$ cat config.mk
export PLATFORM = sky130hd
export DESIGN_NAME = pbsb_store
export DESIGN_NICKNAME = d
export VERILOG_FILES = /design/src/hdl/pbsb_pkg.sv /design/src/hdl/pbsb_store.sv
export SDC_FILE = /design/constraint.sdc
export NUM_CORES = 2
export LEC_CHECK = 0
export CAP_MARGIN = 0
export CORE_ASPECT_RATIO = 1.4
export CORE_MARGIN = 8
export CORE_UTILIZATION = 60
export DETAILED_ROUTE_END_ITERATION = 6
export DONT_BUFFER_PORTS = 1
export PLACE_DENSITY = 0.76
export SYNTH_ARGS = -nofsm -noshare
export SYNTH_HDL_FRONTEND = slang
export SYNTH_SLANG_ARGS = --single-unit
$ cat constraint.sdc
create_clock -name clock -period 2.7 [get_ports clock]
set_clock_uncertainty 0.05 [all_clocks]
set_input_delay 0.135 -clock clock [delete_from_list [all_inputs] [get_ports clock]]
set_output_delay 0.135 -clock clock [all_outputs]
set_load 0.005 [all_outputs]
$ cat src/hdl/pbsb_pkg.sv
// shared types, constants and helpers for the page buffer sprite blitter
`timescale 1ns / 1ps
package pbsb_pkg;

   localparam int COLUMNS     = 128;
   localparam int PAGES       = 4;
   localparam int STORE_BYTES = COLUMNS * PAGES;
   localparam int SCREEN_ROWS = 8 * PAGES;
   localparam int ADDR_W      = $clog2(STORE_BYTES);
   localparam int COL_W       = $clog2(COLUMNS);
   localparam int PG_W        = (PAGES > 1) ? $clog2(PAGES) : 1;

   localparam logic signed [10:0] COL_LIM  = 11'(COLUMNS);
   localparam logic signed [10:0] ROW_LIM  = 11'(SCREEN_ROWS);
   localparam logic signed [11:0] PAGE_LIM = 12'(PAGES);
   localparam logic [7:0]         BYTE_ONES = 8'hFF;

   typedef enum logic [1:0] {
      ACT_START = 2'd0,
      ACT_BYTE  = 2'd1,
      ACT_READ  = 2'd2,
      ACT_CLEAR = 2'd3
   } action_type;

   typedef enum logic [2:0] {
      ST_CLEAR,
      ST_IDLE,
      ST_CALC,
      ST_LO_RD,
      ST_LO_WR,
      ST_HI_RD,
      ST_HI_WR,
      ST_READ_OUT
   } state_type;

   typedef struct packed {
      logic              we;
      logic [ADDR_W-1:0] waddr;
      logic [7:0]        wdata;
      logic [ADDR_W-1:0] raddr;
   } mem_req_type;

   function automatic logic [ADDR_W-1:0] addr_of(input logic [PG_W-1:0] pg,
                                                 input logic [COL_W-1:0] cl);
      return ADDR_W'(int'(pg) * COLUMNS + int'(cl));
   endfunction

endpackage

$ cat src/hdl/pbsb_store.sv
// framebuffer memory, one write port and one registered read port
`timescale 1ns / 1ps
module pbsb_store (
   input  logic                      clock,
   input  pbsb_pkg::mem_req_type     mem_req,
   output logic [7:0]                rdata
);
   import pbsb_pkg::*;

   logic [7:0] frame_mem [STORE_BYTES];
   logic [7:0] rdata_ff;

   always_ff @(posedge clock) begin
      if (mem_req.we) begin
         frame_mem[mem_req.waddr] <= mem_req.wdata;
      end
      rdata_ff <= frame_mem[mem_req.raddr];
   end

   assign rdata = rdata_ff;

endmodule

Word level (Yosys, flattened, before mapping) --
Memories as Yosys holds them, arrays and structs flattened. A register that Yosys moved wholly into a read port is not among the register bits. Cells that the tools add are included.
Storage, ports and cells: register bits after elaboration 0, memory bits (writable) 4096, bits of input ports 28, output and inout bits 8, logic and storage cells 3, memories kept 1
Memory list:
- frame_mem | words 512, bits a word 8, read ports 1, clocked after Yosys merged registers in 1, wr ports 1, RTL line pbsb_store.sv:10 | logic [7:0] frame_mem [STORE_BYTES];
Cells by class: muxes and demuxes 2
Operator list (count):
- 1-bit two-way mux | 2

Depth between registers and ports, before layout --
word-level depth 2, depth in mapped cells 12, depth with buffers taken out 7

Worst setup path before layout --
OpenSTA, ideal clock, no wires.
path kind input port to flip-flop, start point input port mem_req[0] in the netlist's numbering, end point register rdata_ff[0], in the netlist rdata[0] (read register of frame_mem), library setup time 0.118 ns, arrival time 1.989 ns, setup slack 0.543 ns, stages on the path 10, cell sequence buf_4 buf_12 buf_12 buf_2 mux4_2 o21ai_0 nand3_1 nand4_1 o21ai_0 o2111a_1
RTL lines:
- start: declaration | RTL line pbsb_store.sv:5 | input pbsb_pkg::mem_req_type mem_req,
- end: declaration | RTL line pbsb_store.sv:11 | logic [7:0] rdata_ff;

==> flow_metrics.py <==
metrics = {
    "finish": {
        "fin_nets": 8996,
        "drive_gt1_frac": 0.248,
        "nFillCells": 15557,
        "stdcell_area_sq_um": 183000,
        "syn_to_final_growth_pct": 14.5,
    },
    "outcome": {
        "violations": "design-rule violations, negative hold slack, max-slew violations, negative setup slack",
        "status": "finished, violations left",
    },
    "critical_path": {
        "cp-end-kind": "register",
        "worstSetupPathType": "in -> reg",
        "r2r_slack_ps": 0,
        "cp_max_fo": 621,
        "worstPathRequired_ps": 3410,
        "critPathLaunchType": "primary input",
        "critPathArrivalTime_ps": 3990,
    },
    "place": {
        "placed_cell_area_sq_um": 170000,
        "hpwl_um": 233000,
        "port_buffers": 0,
        "gp_congestion": 0.885,
    },
    "clocking": {
        "worstSkewPairLatency_ps": 920,
        "cts_tree": "yes",
        "cts_max_level": 5,
        "ctsRootBufferMaster": "clkbuf_16",
        "clock-sinks": 4104,
        "path_clk_slew_ps": 60,
        "cts_buffer_depth": 4,
        "numCtsBuffers": 365,
    },
    "synth": {
        "synth_ff_type": "edfxtp_1",
        "ys_warn_count": 0,
        "synth_area_sq_um": 160000,
        "synth_edf_count": 4096,
        "netlist_instances": 8030,
        "synth_nets": 8058,
        "ys_seq_elements": 4104,
        "syn_area_per_cell_sq_um": 19.9,
        "seq_area_frac_synth": 0.770,
        "async_flop_share": 0,
        "synth.distinct_cells": 51,
    },
    "pwr": {
        "power_density_nw_per_um2": 700,
        "ir_worst_vdd_v": 0.000590,
        "p_total_mw": 128,
        "total_leakage_power_nw": 60.1,
    },
    "sta": {
        "maxSlewViolCount": 598,
        "finalCritPeriodShare": 1.21,
        "layout_min_cycle_time_ps": 3280,
        "timing.fmax_ghz": 0.305,
        "timing.final.ws_setup_ps": -579,
        "maxSlewHeadroom": -0.946,
        "worst_pin_slew_ps": 2920,
        "finalSetupViolCount": 8,
        "hold_viol_final": 1528,
        "hold_ws_ps": -687,
    },
    "detailed_routing": {
        "drt_wl_total_um": 428000,
        "drtAntennaViolNets": 0,
        "via_count": 87521,
        "drt_iter0_markers": 11735,
        "routedWlPerCell_um": 33.5,
        "drc_errors": 3,
        "firstDrtPassIters": 7,
        "vias_per_cell": 6.85,
    },
    "grt": {
        "grt.overflow.total": 0,
        "antenna_found_initial": 14,
        "grt_pass1_wl_um": 614000,
        "grt_max_degree": 622,
        "grt_pass1_vias": 89392,
        "grt_usage": 0.297,
    },
    "floorplanning": {
        "start_util": 0.603,
        "die_area_sq_um": 284000,
        "core_area_sq_um": 265000,
        "die_w_um": 452,
        "die_h_um": 627,
        "boundaryPins": 36,
        "row_count": 224,
    },
    "job": {
        "drv_cap": 0,
    },
    "worst_hold_path": {
        "hold_path.class": "in -> reg",
    },
}
## critical path: stages
cell and delay (ps):
mux4_2 1050, o22ai_1 320, buf_4 170, a22oi_1 60, buf_4 180, nand4_1 140
o21ai_0 240, o2111a_1 310
## path summary, 6_finish.rpt
check        cells after the start           endpoint               from
min                              0  frame_mem[403][5]        mem_req[14]
max reg2reg                      9           rdata[0]   frame_mem[42][0]
min reg2reg                      6           rdata[7]  frame_mem[479][7]
max                              8           rdata[2]         mem_req[1]
## synth_stat cells (61+ instances only)
library cell  count  share of area
a21oi_1         194         0.0061
a22oi_1          61         0.0029
buf_4            70         0.0033
buf_6            64         0.0045
clkbuf_1        265         0.0062
edfxtp_1       4096           0.77
mux2i_1         797          0.050
mux4_2          654          0.092
nand2_1         111         0.0026
nor2_1          597          0.014
nor3_1          109         0.0034
o21ai_0         118         0.0037
o221ai_1        371          0.020
o22ai_1         163         0.0064
## stage by stage
| step | TNS, ps | setup slack, ps | std cells | hold WS, ps | util |
|---|---|---|---|---|---|
| detailed placement | -24520 | -3200 | 12048 | 257 | 0.640 |
| floorplan | 0 | 543 | 8030 | 184 | - |
| finish | -3580 | -579 | 12776 | -687 | 0.690 |
| global route | -82.7 | -82.7 | 12760 | -722 | 0.690 |
| global placement | -24130 | -3150 | 12045 | 259 | 0.640 |
| CTS | 0 | 34.5 | 12739 | -683 | 0.688 |
## cells in the final DEF, fill, tap and decap left out, types with 19 or more instances in the layout
master            n
nand2_1          97
clkinv_1         71
buf_12           42
diode_2          19
clkbuf_1         62
nor2_1          595
mux2i_1         797
clkbuf_16       377
bufinv_16        39
edfxtp_1       4096
o22ai_1         163
nand4_1          32
o21ai_0         110
nand3_1          32
nor3_1          108
buf_16           22
and2_1           19
dlygate4sd3_1    21
a22oi_1          61
a21oi_1         192
o221ai_1        364
nor4_1           33
clkinv_2         67
mux4_2          654
buf_4           978
## state kept, by name, summed over array words and instances, names as in the netlist
name	count
frame_mem	4096
rdata	8
## routing by layer
layer / vias up / part of all wire / track usage
li1: 35232 / - / -
met1: 44849 / 0.33 / 0.361
met2: 6018 / 0.50 / 0.495
met3: 1414 / 0.10 / 0.0566
met4: 8 / 0.074 / 0.185
met5: - / 0.000096 / 0
## timing repair
| item | 4_1_cts | 5_1_grt |
|---|---|---|
| endpoints found under the setup margin | 8 | 8 |
| resized for setup | 25 | 14 |
| buffers inserted | 1 | 4 |
| gates cloned | 19 | 2 |
| hold endpoints to repair | 4477 | 2972 |
| hold buffers | 19 | 6 |
| pin swaps | 6 | 8 |
## logic make-up after synthesis
logic type	Yosys count	synth area share
AO/OA/AOI/OAI	979	0.0431
AND/OR/NAND/NOR	980	0.0263
flip-flops	4104	0.770
multiplexers	1451	0.142
buffers and inverters	516	0.0185
## power breakdown
group          leakage [nW]  internal [mW]  switching [mW]
Combinational          17.5           2.44            3.38
Clock                  5.74           29.3            22.7
Sequential             36.9           70.2           0.136
Total                  60.1            102            26.2
## layout make-up
type                            instances  area (sq um)  share of cell area
Clock buffer                          442          9690              0.0529
Tap cell                             3503          4380              0.0239
Inverter                                3          18.8            0.000103
Sequential cell                      4104        123000               0.673
Clock inverter                        211          2070              0.0113
Antenna cell                           19          47.5            0.000260
Timing Repair Buffer                 1084          9570              0.0523
Multi-Input combinational cell       3410         34100               0.186
Note: power is estimated with default switching activity, not from simulation.
